$ cat src/hw/rtl/ipmac_ram.sv
// Generic simple dual-port RAM with registered read.
module ipmac_ram #(
    parameter int WIDTH = 8,
    parameter int DEPTH = 64
) (
    input  logic                     aclk,
    input  logic                     we,
    input  logic [$clog2(DEPTH)-1:0] waddr,
    input  logic [WIDTH-1:0]         wdata,
    input  logic                     re,
    input  logic [$clog2(DEPTH)-1:0] raddr,
    output logic [WIDTH-1:0]         rdata
);

    logic [WIDTH-1:0] mem [DEPTH];
    logic [WIDTH-1:0] rdata_reg;

    always_ff @(posedge aclk) begin
        if (we) begin
            mem[waddr] <= wdata;
        end
        if (re) begin
            rdata_reg <= mem[raddr];
        end
    end

    assign rdata = rdata_reg;

endmodule

$ cat config.mk
export PLATFORM = sky130hd
export DESIGN_NAME = ipmac_ram
export DESIGN_NICKNAME = d
export VERILOG_FILES = /design/src/hw/rtl/ipmac_ram.sv
export SDC_FILE = /design/constraint.sdc
export NUM_CORES = 1
export LEC_CHECK = 0
export BUFFER_PORTS_ARGS = -buffer_cell sky130_fd_sc_hd__buf_4
export CELL_PAD_IN_SITES_DETAIL_PLACEMENT = 1
export CELL_PAD_IN_SITES_GLOBAL_PLACEMENT = 2
export CORE_MARGIN = 5
export CORE_UTILIZATION = 45
export CTS_BUF_LIST = sky130_fd_sc_hd__clkbuf_8
export DETAILED_ROUTE_END_ITERATION = 8
export PLACE_DENSITY_LB_ADDON = 0.15
export SLEW_MARGIN = 25
export SYNTH_ARGS = -nofsm -noshare
export SYNTH_HDL_FRONTEND = slang
export SYNTH_SLANG_ARGS = --single-unit
$ cat constraint.sdc
create_clock -name aclk -period 3.7 [get_ports aclk]
set_clock_uncertainty 0.1 [all_clocks]
set_input_delay 0.37 -clock aclk [delete_from_list [all_inputs] [get_ports aclk]]
set_output_delay 0.37 -clock aclk [all_outputs]
set_load 0.1 [all_outputs]
==> reports/qor.yml <==
outcome:
  status: "finished, final reports clean"
detailed_routing:
  vias: 9879
  drt_iter0_markers: 859
  routed_via_density: 5.72
  wl_per_cell_um: 28.5
  routed_wl_um: 49300
  drc: 0
  dr.pass1.iters: 5
  final_antenna_net_count: 0
power_and_ir_drop:
  p_leak_nw: 7.33
  peakVddDrop_v: 0.000295
  powerDensity_mw_per_mm2: 518
placed_design:
  dp_hpwl_um: 29600
  portBuffers: 30
  gp_congestion: 0.761
die:
  die_w_um: 222
  die_h_um: 222
  fp-row-count: 77
  die_area_mm2: 0.0493
  core_area_mm2: 0.0443
  start_util_pct: 45.7
  num_io_pins: 31
cts:
  cts_buffers: 87
  h-tree-depth: 3
  clock_sinks: 520
  worstSkewPairLatency_ns: 0.66
  cts_tree: "yes"
  cts_resized: 0
  cts.clk_slew.worst_paths_ns: 0.06
  clockBufferDepth: 3
  root_buffer: "clkbuf_8"
synth:
  yosysTopAreaCell: "edfxtp_1"
  synthTopCellsByArea: "edfxtp_1 (77%), mux4_2 (14%), nor2_1 (1.5%)"
  synth-seq-cells: 520
  syn_avg_cell_area_um2: 21.5
  yosys.area.top_type_share_pct: 77.1
  yosysSeqAreaShare_pct: 77.1
  ys_warn_count: 0
  ys_async_sr_fraction_pct: 0
  syn_nets: 963
  synth_top_flop_cell: "edfxtp_1"
  netlist_instances: 940
  synth.distinct_cells: 39
  synth_edf_count: 520
  netlist_area_mm2: 0.0202
setup_path:
  cp.arrival_ns: 2.65
  start_kind: "primary input"
  worstSetupPathType: "primary input to flip-flop"
  path_max_fanout: 41
  critPathRequiredTime_ns: 3.96
  reg2reg_depth: 4
  cpPeakStageDelay_ns: 0.53
  path_cells: "clkbuf_8 -> buf_12 -> buf_4 -> mux4_2 -> nor2b_1 -> a2111oi_0 -> o41ai_1"
  cp_slowest_cell: "mux4_2"
  worstSetupEndpointType: "flip-flop"
global_route:
  grt_pass1_vias: 10600
  antenna_found_initial: 0
  grt_max_degree: 65
  track_usage_pct: 20.2
  overflow: 0
  grt_pass1_wl_um: 72900
flow_run:
  drv_cap: 0
worst_hold_path:
  min_path_type: "primary input to flip-flop"
  min_path_cells: 2
finish:
  drive_gt1_share_pct: 30.0
  largest_register_ffs: 512
  antenna_cells: 0
  syn2layout_area_growth_pct: 13.5
  num-nets-final: 1092
  utilization_pct: 51.8
sta:
  layout_min_cycle_time_ns: 2.39
  slew_viol_final: 0
  max_freq_ghz: 0.419
  whs_ns: 0.0876
  relSlewSlack_pct: 34.7
  min_period_over_period_pct: 64.6
  rsz0062_at_grt: "no"
  tightest_slew_ns: 0.976
  setup_viol_count_final: 0
  fin_tns_setup_ns: 0
  hold_viol: 0
==> report_power, final <==
part / internal (mW) / switching, mW
Clock: 2.40 / 2.27
Sequential: 6.54 / 0.0193
Combinational: 0.240 / 0.441
Total: 9.17 / 2.73
==> path summary, 6_finish.rpt <==
check                                           from              endpoint  slack (ns)
worst min register to register  mem[30][6]$_DFFE_PP_    rdata[6]$_DFFE_PP_        0.81
worst max-delay path                        raddr[0]    rdata[5]$_DFFE_PP_        1.31
worst min-delay path                        waddr[2]  mem[48][1]$_DFFE_PP_        0.09
worst max register to register  mem[47][2]$_DFFE_PP_    rdata[2]$_DFFE_PP_        1.39
==> cell type report <==
| type | instances | area [µm²] |
|---|---|---|
| sequential | 520 | 15600 |
| tap | 592 | 741 |
| multi-input combinational | 369 | 4320 |
| clock buffer | 90 | 1240 |
| fill | 3973 | 21300 |
| clock inverter | 66 | 333 |
| timing repair buffer | 91 | 729 |
==> repair_timing <==
item	CTS	global route
setup buffers	0	0
hold endpoints to repair	8	0
hold buffers	1	0
==> worst max-delay path, delay by kind of cell <==
family | cells | cell delay, ns
multiplexers | 1 | 0.53
AO/OA/AOI/OAI | 2 | 0.67
buffers and inverters | 3 | 0.92
AND/OR/NAND/NOR | 1 | 0.14
==> cell usage in the layout, fill, tap and decap left out, types with 2 or more instances in the layout <==
cell type	netlist	routed
o2bb2ai_1	3	3
edfxtp_1	520	520
nor3_1	7	6
nor2b_1	14	14
a221oi_1	6	6
o21ai_0	2	2
o22ai_1	8	8
clkinvlp_4	0	3
o41ai_1	2	2
o21ai_1	2	2
o2111ai_1	3	3
nor4_1	2	2
nor2_1	83	83
o221a_2	2	2
buf_12	2	3
o32ai_1	2	2
a211oi_1	4	4
o21a_1	2	2
a2111oi_0	2	2
nand4_1	2	2
nand3b_1	3	3
inv_1	0	23
mux2_2	13	13
mux4_2	126	126
buf_4	13	86
a22oi_1	3	3
clkbuf_8	0	91
nand2b_1	7	7
nand2_1	19	19
clkinv_1	0	24
clkinv_2	0	13
nand3_1	13	13
a21oi_1	3	3
o221ai_1	8	8
mux2i_1	23	23
bufinv_16	0	2
==> cell families (layout without fill, tap and decap cells) <==
kind of cell	Yosys count	in the layout	share of synthesized area, %
AND/OR/NAND/NOR	153	153	3.37
buffers and inverters	51	247	1.56
flip-flops	520	520	77.1
multiplexers	162	162	15.9
AO/OA/AOI/OAI	54	54	2.06
==> metrics by stage <==
stage                     instance area [µm²]  total power [mW]  worst slack [ns]  instances
after detailed placement                21400              7.37             0.563       1571
after global placement                  21400              7.36             0.606       1571
after global routing                    23000              12.4              1.16       1728
after floorplan                         20200              7.07              1.42        940
after CTS                               23000              12.1              1.25       1728
final                                   23000              11.9              1.31       1728
==> routing by layer <==
metal	global-route usage, %	vias to the layer above	part of all wire, %
met5	0	-	0
met1	29.8	5322	45
li1	-	4208	-
met4	5.61	0	2.4
met2	30.5	278	47
met3	4.77	71	5.4
==> cells in the mapped netlist (3+ instances only) <==
cell / number
buf_6: 4
mux2i_1: 23
buf_4: 13
mux2_2: 13
o221ai_1: 8
nand3_1: 13
a211oi_1: 4
o2111ai_1: 3
a22oi_1: 3
mux4_2: 126
edfxtp_1: 520
buf_2: 11
clkbuf_1: 17
o22ai_1: 8
nand2b_1: 7
nor2_1: 83
o2bb2ai_1: 3
nor3_1: 7
a21oi_1: 3
nand2_1: 19
buf_1: 4
nand3b_1: 3
a221oi_1: 6
nor2b_1: 14
No activity file was read; power rests on OpenSTA's default activity.
