`config.mk`:
```
export PLATFORM = sky130hd
export DESIGN_NAME = ipmac_cmp
export DESIGN_NICKNAME = d
export VERILOG_FILES = /design/src/hw/rtl/ipmac_pkg.sv /design/src/hw/rtl/ipmac_cmp.sv
export SDC_FILE = /design/constraint.sdc
export NUM_CORES = 1
export LEC_CHECK = 0
export BUFFER_PORTS_ARGS = -buffer_cell sky130_fd_sc_hd__buf_4
export CELL_PAD_IN_SITES_DETAIL_PLACEMENT = 1
export CELL_PAD_IN_SITES_GLOBAL_PLACEMENT = 1
export CORE_AREA = 3 3 104 116
export DETAILED_ROUTE_END_ITERATION = 8
export DIE_AREA = 0 0 107 119
export GPL_TIMING_DRIVEN = 0
export PLACE_DENSITY_LB_ADDON = 0.1
export SYNTH_ARGS = -nofsm -noshare
export SYNTH_HDL_FRONTEND = slang
export SYNTH_SLANG_ARGS = --single-unit
```
`constraint.sdc`:
```
create_clock -name vclk -period 9.27
set_clock_uncertainty 0.2 [all_clocks]
set_input_delay 1.3905 -clock vclk [all_inputs]
set_output_delay 1.3905 -clock vclk [all_outputs]
set_load 0.01 [all_outputs]
```
`src/hw/rtl/ipmac_pkg.sv`:
```
// Shared constants, codes and types of the IP/MAC binding table.
package ipmac_pkg;

    localparam int TABLE_SLOTS = 64;
    localparam int SLOT_W      = $clog2(TABLE_SLOTS);
    localparam int CNT_W       = $clog2(TABLE_SLOTS + 1);

    localparam int FUNC_W   = 2;
    localparam int IP_W     = 32;
    localparam int MAC_W    = 48;
    localparam int LINE_W   = 16;
    localparam int TIME_W   = 32;
    localparam int STATUS_W = 2;
    localparam int REMOVED_W = 7;
    localparam int MAXENT_W = 7;
    localparam int AGE_W    = 16;
    localparam int AGE_LIM_W = 22;
    localparam int CFG_DATA_W = 16;
    localparam int CFG_IDX_W  = 1;
    localparam int KEY_W    = IP_W + MAC_W;

    localparam int MINUTE_SECONDS = 60;
    localparam logic [MAXENT_W-1:0] MAX_ENTRIES_RST = 7'd50;
    localparam logic [AGE_W-1:0]    MAX_AGE_RST     = 16'd60;

    localparam logic [CFG_IDX_W-1:0] REG_MAX_ENTRIES = 1'd0;
    localparam logic [CFG_IDX_W-1:0] REG_MAX_AGE     = 1'd1;

    localparam logic [FUNC_W-1:0] FUNC_ADD    = 2'd0;
    localparam logic [FUNC_W-1:0] FUNC_REMOVE = 2'd1;
    localparam logic [FUNC_W-1:0] FUNC_AGE    = 2'd2;
    localparam logic [FUNC_W-1:0] FUNC_FIND   = 2'd3;

    localparam logic [STATUS_W-1:0] STATUS_OK        = 2'd0;
    localparam logic [STATUS_W-1:0] STATUS_FULL      = 2'd1;
    localparam logic [STATUS_W-1:0] STATUS_NOT_FOUND = 2'd2;

    typedef struct packed {
        logic ip_eq;
        logic mac_eq;
        logic aged;
    } cmp_res_t;

endpackage

```
`src/hw/rtl/ipmac_cmp.sv`:
```
// Shared compare unit: key match and age test for one table entry.
module ipmac_cmp (
    input  logic [ipmac_pkg::IP_W-1:0]      entry_ip,
    input  logic [ipmac_pkg::MAC_W-1:0]     entry_mac,
    input  logic [ipmac_pkg::TIME_W-1:0]    entry_time,
    input  logic [ipmac_pkg::IP_W-1:0]      key_ip,
    input  logic [ipmac_pkg::MAC_W-1:0]     key_mac,
    input  logic [ipmac_pkg::TIME_W-1:0]    now,
    input  logic [ipmac_pkg::AGE_LIM_W-1:0] age_limit,
    output ipmac_pkg::cmp_res_t             res
);

    logic [ipmac_pkg::TIME_W-1:0] elapsed;

    assign elapsed    = now - entry_time;
    assign res.ip_eq  = (entry_ip == key_ip);
    assign res.mac_eq = (entry_mac == key_mac);
    assign res.aged   = (elapsed > ipmac_pkg::TIME_W'(age_limit));

endmodule

```
==> results.toml, run 1 <==
[status]
status = "complete, no violations"

[sta]
worstMarginPinSlew_ps = 440.3
period_needed_ps = 6949
fin_crit_sh = 0.7497
clock.fmax_mhz = 143.9
rsz0062_at_grt = "no"
setup_viol = 0
slew_viol_final = 0
slew_headroom = 0.6989
hold_violations = 0
tns_ps = 0

[yosys]
synth.area.top_cells = "xor2_1 (26%), ha_1 (20%), inv_1 (6.9%)"
synth_area_mm2 = 0.003246
yosysUniqueCellTypes = 58
seq_area_frac_synth = 0
synth_top_area_frac = 0.2564
synth_top_area_cell = "xor2_1"
syn_nets = 749
synth_warnings = 0
postSynthAreaPerCell_um2 = 7.229
syn_inst = 449

[global_routing]
antenna_found_initial = 0
track_usage = 0.2065
gr-total-overflow = 0
grt_pass1_vias = 4502
grt_pass1_wl_um = 21680
grt_max_degree = 9

[power]
p_leak_nw = 2.854
clkPwrFrac = 0
switching_share = 0.4662
p_seq_frac = 0
peakVddDrop_mv = 0.01945
pwr-share-comb = 1.000
power_switching_mw = 0.1417
powerDensity_mw_per_mm2 = 57.37
intPower_mw = 0.1623

[floorplan]
fp.dieH_um = 119
start_util = 0.2961
die_w_um = 107
io_pins = 249
num_rows = 40
die-area_mm2 = 0.01273
core_region_area_mm2 = 0.01096

[placed_design]
dp_hpwl_um = 12860
port_buffers = 249
gp_congestion = 0.8781

[drt]
vias = 4064
viasPerCell = 4.809
drt_iter0_drc = 68
wl_um = 13540
highest_layer = "met4"
wl_met3_um = 858
met1_length_um = 4949
routedWlPerCell_um = 16.02
dr.pass1.iters = 3
dr_wl_met2_um = 7652
ant_nets = 0
drc_errors = 0

[worst_setup_path]
startpoint_type = "primary input"
end_kind = "output pin"
worstPathMaxFanout = 4
critPathKind = "in -> out"
crit_arrival_ps = 5360
cp.required_ps = 7680
crit_start = "now[2]"

[cells_and_area]
seq_cells = 0
regArea_um2 = 0
n_antenna_cell = 0
nClkBuffers = 0
n_fill_cell = 1407
areaGrowthSynthToFinish_pct = 63.26
fin_util = 0.4834
final_net_count = 1000
drive_gt1_frac = 0.3883
final_cell_mix = "buf_4 (250), xor2_1 (95), inv_1 (60), ha_1 (53), a21oi_1 (39)"
layout_commonest_cell = "buf_4"

[clock_tree]
cts_resized = 0
postCtsSetupBuffers = 0
postCtsHoldBufs = 0

[hold_path]
hp-class = "in -> out"
min_from = "now[31]"

[job]
drv_cap = 0
## power by group through the flow
stage	clock network [mW]	registers, mW	logic, mW
5_1_grt	0	0	0.343
3_3_place_gp	0	0	0.296
2_1_floorplan	0	0	0.174
6_report	0	0	0.304
3_5_place_dp	0	0	0.306
4_1_cts	0	0	0.308
## layer usage
layer | up-vias | track usage
met4 | 0 | 0.008793
li1 | 2085 | -
met1 | 1846 | 0.2206
met5 | - | 0
met3 | 4 | 0.03686
met2 | 129 | 0.4295
## cells by family after synthesis
kind of cell	Yosys count	synth area share
buffers and inverters	69	0.09561
XOR/XNOR	105	0.2833
AO/OA/AOI/OAI	110	0.2267
AND/OR/NAND/NOR	111	0.1839
adder cells (fa/ha/maj)	54	0.2105
## area by class of cell
class | count | area, um2 | area share
Buffer | 9 | 85.08 | 0.01606
Timing Repair Buffer | 249 | 1869 | 0.3528
Multi-Input combinational cell | 380 | 2935 | 0.5540
Inverter | 60 | 225.2 | 0.04250
Tap cell | 147 | 183.9 | 0.03471
## worst paths after layout
| check | slack, ps | end | cells after the start |
|---|---|---|---|
| worst max-delay path | 2320 | res[0] | 19 |
| worst min-delay path | 3050 | res[0] | 5 |
## synth_stat cells, drive strengths merged, types with 6 or more instances
master	n
a21oi	40
nand2	29
xor2	95
xnor2	10
buf	6
ha	53
nor2	17
nor4	20
a21o	14
nand3	9
inv	60
o21ai	20
nand4	16
## worst max-delay path, cell delays in order
cell and delay (ps):
buf_4 110, ha_1 340, a21oi_1 140, a2111oi_2 520, o21ai_1 170, nand2_1 130
inv_1 50, o21ai_0 180, xor2_1 220, ha_1 280, a21o_1 200, a21o_1 170
a221oi_1 270, o21ai_0 150, a311o_2 420, a21oi_1 120, nor4b_2 220, nand4_1 120
buf_4 170
## through the flow
step                setup slack [ps]  std cells  hold slack (ps)  power [mW]  instance area [um2]
floorplan                       3077        449             2852      0.1736                 3246
global placement                2273        845             3070      0.2963                 5299
detailed placement              2288        845             3060      0.3062                 5299
CTS                             2238        845             3064      0.3078                 5299
global route                    1801        845             3074      0.3433                 5299
finish                          2321        845             3051      0.3040                 5299
Power figures use the tool's default switching activity.
==> run 2: changes to the inputs <==
--- a/config.mk
+++ b/config.mk
@@ -8,9 +8,9 @@
 export BUFFER_PORTS_ARGS = -buffer_cell sky130_fd_sc_hd__buf_4
 export CELL_PAD_IN_SITES_DETAIL_PLACEMENT = 1
 export CELL_PAD_IN_SITES_GLOBAL_PLACEMENT = 1
-export CORE_AREA = 3 3 104 116
+export CORE_AREA = 3 3 113 126
 export DETAILED_ROUTE_END_ITERATION = 8
-export DIE_AREA = 0 0 107 119
+export DIE_AREA = 0 0 116 129
 export GPL_TIMING_DRIVEN = 0
 export PLACE_DENSITY_LB_ADDON = 0.1
 export SYNTH_ARGS = -nofsm -noshare
==> constraint.sdc (replaced) <==
create_clock -name vclk -period 5.72
set_clock_uncertainty 0.2 [all_clocks]
set_input_delay 0.858 -clock vclk [all_inputs]
set_output_delay 0.858 -clock vclk [all_outputs]
set_load 0.01 [all_outputs]
==> results.toml, run 2 (synthesis results as in run 1) <==
[cells_and_area]
n_antenna_cell = 0
final_net_count = 1007
final_area_mm2 = 0.005572
seq_cells = 0
areaGrowthSynthToFinish_pct = 71.67
fin_util = 0.4252
layout_commonest_cell = "buf_4"
drive_gt1_frac = 0.4270
regArea_um2 = 0
nClkBuffers = 0
final_cell_mix = "buf_4 (255), xor2_1 (94), inv_1 (58), ha_1 (46), a21oi_1 (38)"

[drt]
drt_iter0_drc = 111
routedWlPerCell_um = 15.69
vias = 4132
wl_um = 13590
dr.pass1.iters = 4
drc_errors = 0
ant_nets = 0
viasPerCell = 4.771

[hold_path]
hp-class = "in -> out"
min_from = "now[31]"

[job]
drv_cap = 0

[power]
finalPower_mw = 0.5285
powerDensity_mw_per_mm2 = 94.85
p_leak_nw = 2.917
peakVddDrop_mv = 0.03168

[status]
status = "complete, no violations"

[sta]
slew_viol_final = 0
period_needed_ps = 5498
rsz0062_at_grt = "no"
fin_ws_ps = 221.7
fin_crit_sh = 0.9612
setup_viol = 0
hold_violations = 0
worstMarginPinSlew_ps = 504.7
clock.fmax_mhz = 181.9
slew_headroom = 0.6591
hold_ws_ps = 2001

[floorplan]
die-area_mm2 = 0.01496
io_pins = 249
start_util = 0.2477
fp.dieH_um = 129
die_w_um = 116
num_rows = 44
core_region_area_mm2 = 0.01310

[placed_design]
post_dp_cell_area_mm2 = 0.005316
port_buffers = 249
gp_congestion = 0.8131
pre_cts_ws_ps = -130.6
dp_hpwl_um = 12630

[worst_setup_path]
startpoint_type = "primary input"
worstPathMaxFanout = 3
cp.required_ps = 4660
cp_slowest_cell = "a311o_2"
crit_arrival_ps = 4440
cpMostUsedCell = "a21o_1"
end_kind = "output pin"
crit_start = "now[0]"
crit_path_cell_trace = "buf_6 -> inv_4 -> ha_4 -> inv_2 -> fa_2 -> a21o_1 -> a221o_2 -> a211oi_4 -> buf_6 -> xnor2_4 -> ha_4 -> a21o_1 -> a21o_1 -> a221oi_2 -> o21ai_1 -> a311o_2 -> a21oi_2 -> nor4b_2 -> nand4_1 -> buf_4"
critPathKind = "in -> out"
cpPeakStageDelay_ps = 410

[global_routing]
antenna_found_initial = 0
gr-total-overflow = 0
grt_max_degree = 9
grt_pass1_wl_um = 20750
track_usage = 0.1707
grt_pass1_vias = 4466

[clock_tree]
postCtsHoldBufs = 0
-- run 2: cell count changes in the layout (fill, tap and decap cells not counted), sizes merged --
cell	delta
buf	+7
-- run 2: worst max-delay path, delay by kind of cell --
family	cells	cell delay [ps]
adder cells (fa/ha/maj)	3	610
AND/OR/NAND/NOR	2	320
AO/OA/AOI/OAI	9	2080
buffers and inverters	5	500
XOR/XNOR	1	70
-- run 2: path summary, 6_finish.rpt --
check,end,slack [ps],cells past startpoint
setup / recovery,res[0],220,20
hold / removal,res[0],2000,5
-- run 2: cell type report --
| type | instances | area [um2] |
|---|---|---|
| multi-input cells | 380 | 3128 |
| inverters | 60 | 227.7 |
| repair buffers | 256 | 1929 |
| well taps | 161 | 201.4 |
| plain buffers | 9 | 85.08 |
| fillers | 1672 | 7531 |
-- run 2: repair_timing --
action,in CTS,in global routing
setup buffers,4,3
setup endpoints to repair,1,1
pin swaps,15,20
endpoints found under the hold margin,0,0
gates resized for setup,22,20
-- run 2: layer usage --
| metal | global-route usage | part of all wire | vias to the layer above |
|---|---|---|---|
| met3 | 0.01646 | 0.051 | 6 |
| met4 | 0.01502 | 0.0075 | 0 |
| met2 | 0.3722 | 0.58 | 116 |
| met5 | 0 | 0 | - |
| met1 | 0.1741 | 0.36 | 1914 |
| li1 | - | - | 2096 |
-- run 2: report_power, final --
| group | internal, mW | switching (mW) | leakage [nW] |
|---|---|---|---|
| sequential | 0 | 0 | 0 |
| combinational | 0.285 | 0.243 | 2.92 |
| clock | 0 | 0 | 0 |
-- run 2: stage by stage --
stage / setup TNS [ps] / instances
2_1_floorplan: 0 / 449
3_3_place_gp: -93.85 / 859
3_5_place_dp: -130.6 / 859
4_1_cts: 0 / 863
5_1_grt: 0 / 866
6_report: 0 / 866
==> run 3: changes to the inputs <==
==> constraint.sdc (replaced) <==
create_clock -name vclk -period 4.8
set_clock_uncertainty 0.2 [all_clocks]
set_input_delay 0.72 -clock vclk [all_inputs]
set_output_delay 0.72 -clock vclk [all_outputs]
set_load 0.01 [all_outputs]
==> results.toml, run 3 (synthesis results as in run 1) <==
[worst_setup_path]
cp.required_ps = 3880
cp_slowest_cell = "a311o_2"
crit_arrival_ps = 4470
crit_path_cell_trace = "buf_6 -> inv_4 -> ha_4 -> inv_2 -> fa_2 -> a21o_1 -> a22oi_2 -> nand3_1 -> a31oi_2 -> o31a_1 -> xnor2_2 -> ha_1 -> a21o_1 -> a221oi_2 -> o21ai_1 -> a311o_2 -> a21oi_2 -> nor4b_2 -> nand4_1 -> buf_4"
worst-path-buf-inv = 4
cpPeakStageDelay_ps = 410
cp_top_family = "compound AO/OA/AOI/OAI gates"
startpoint_type = "primary input"
worstPathMaxFanout = 4
critPathKind = "in -> out"
end_kind = "output pin"
cpMostUsedCell = "a21o_1"

[cells_and_area]
multiInputGateArea_mm2 = 0.003053
regArea_um2 = 0
final_cell_mix = "buf_4 (252), xor2_1 (95), inv_1 (58), ha_1 (49), a21oi_1 (37)"
layout_commonest_cell = "buf_4"
n_antenna_cell = 0
nClkBuffers = 0
final_net_count = 1003
areaGrowthSynthToFinish_pct = 68.31
final_area_mm2 = 0.005463
seq_cells = 0
drive_gt1_frac = 0.4180
n_fill_cell = 1655

[placed_design]
pre_cts_ws_ps = -792.3
port_buffers = 249
dp_hpwl_um = 12580
gp_congestion = 0.8072
post_dp_cell_area_mm2 = 0.005324

[status]
status = "complete, but fails checks"
violations = "setup timing"

[sta]
setup_viol = 1
slew_headroom = 0.7098
hold_ws_ps = 1759
period_needed_ps = 5385
worstMarginPinSlew_ps = 429.6
rsz0062_at_grt = "yes"
fin_ws_ps = -585.4
hold_violations = 0
clock.fmax_mhz = 185.7
fin_crit_sh = 1.122
tns_ps = -585.4
slew_viol_final = 0

[global_routing]
grt_pass1_vias = 4462
antenna_found_initial = 0
gr-total-overflow = 0
grt_pass1_wl_um = 20920
grt_max_degree = 9
track_usage = 0.1711

[floorplan]
io_pins = 249
fp.dieH_um = 129
die_w_um = 116
core_region_area_mm2 = 0.01310
die-area_mm2 = 0.01496
start_util = 0.2477
num_rows = 44

[power]
p_seq_frac = 0
powerDensity_mw_per_mm2 = 111.9
peakVddDrop_mv = 0.03410
pwr-share-comb = 1.000
p_leak_nw = 2.892
intPower_mw = 0.3271
power_switching_mw = 0.2843
clkPwrFrac = 0
switching_share = 0.4650
finalPower_mw = 0.6114

[drt]
viasPerCell = 4.814
ant_nets = 0
dr.pass1.iters = 4
routedWlPerCell_um = 15.83
drt_iter0_drc = 129
drc_errors = 0
vias = 4150
wl_um = 13640

[clock_tree]
postCtsHoldBufs = 0

[job]
drv_cap = 0

[hold_path]
hp-class = "in -> out"
[run 3: worst min-delay path: stages]
cell and delay, ps:
buf_4 80, xor2_1 120, nor4_1 60, nand4_1 70, nor2_1 40, buf_4 140
[run 3: metrics by stage]
stage,utilization,instances
floorplan,-,449
global placement,0.4063,859
detailed placement,0.4063,859
CTS,0.4164,862
global route,0.4169,862
finish,0.4169,862
[run 3: final timing paths]
check / from / to / slack (ps) / depth (start not counted)
worst max-delay path: now[0] / res[0] / -590 / 20
worst min-delay path: key_ip[1] / res[2] / 1760 / 6
[run 3: cell type report]
class                           count  area share
Buffer                              9     0.01557
Inverter                           60     0.04169
Tap cell                          161     0.03688
Timing Repair Buffer              252      0.3470
Multi-Input combinational cell    380      0.5589
[run 3: metal layers]
| layer | vias up | track usage | share of wire |
|---|---|---|---|
| met5 | - | 0 | 0 |
| met4 | 0 | 0.02184 | 0.016 |
| met3 | 14 | 0.01787 | 0.054 |
| met2 | 120 | 0.3661 | 0.57 |
| met1 | 1928 | 0.1769 | 0.36 |
| li1 | 2088 | - | - |
[run 3: power by group through the flow]
stage / clock network, mW / registers (mW) / logic [mW]
5_1_grt: 0 / 0 / 0.681
3_5_place_dp: 0 / 0 / 0.588
2_1_floorplan: 0 / 0 / 0.337
3_3_place_gp: 0 / 0 / 0.570
6_report: 0 / 0 / 0.611
4_1_cts: 0 / 0 / 0.616
[run 3: repair_timing]
action / CTS / global route
buffers inserted: 3 / 0
pin swaps: 17 / 0
setup endpoints to repair: 1 / 1
gates resized for setup: 25 / 1
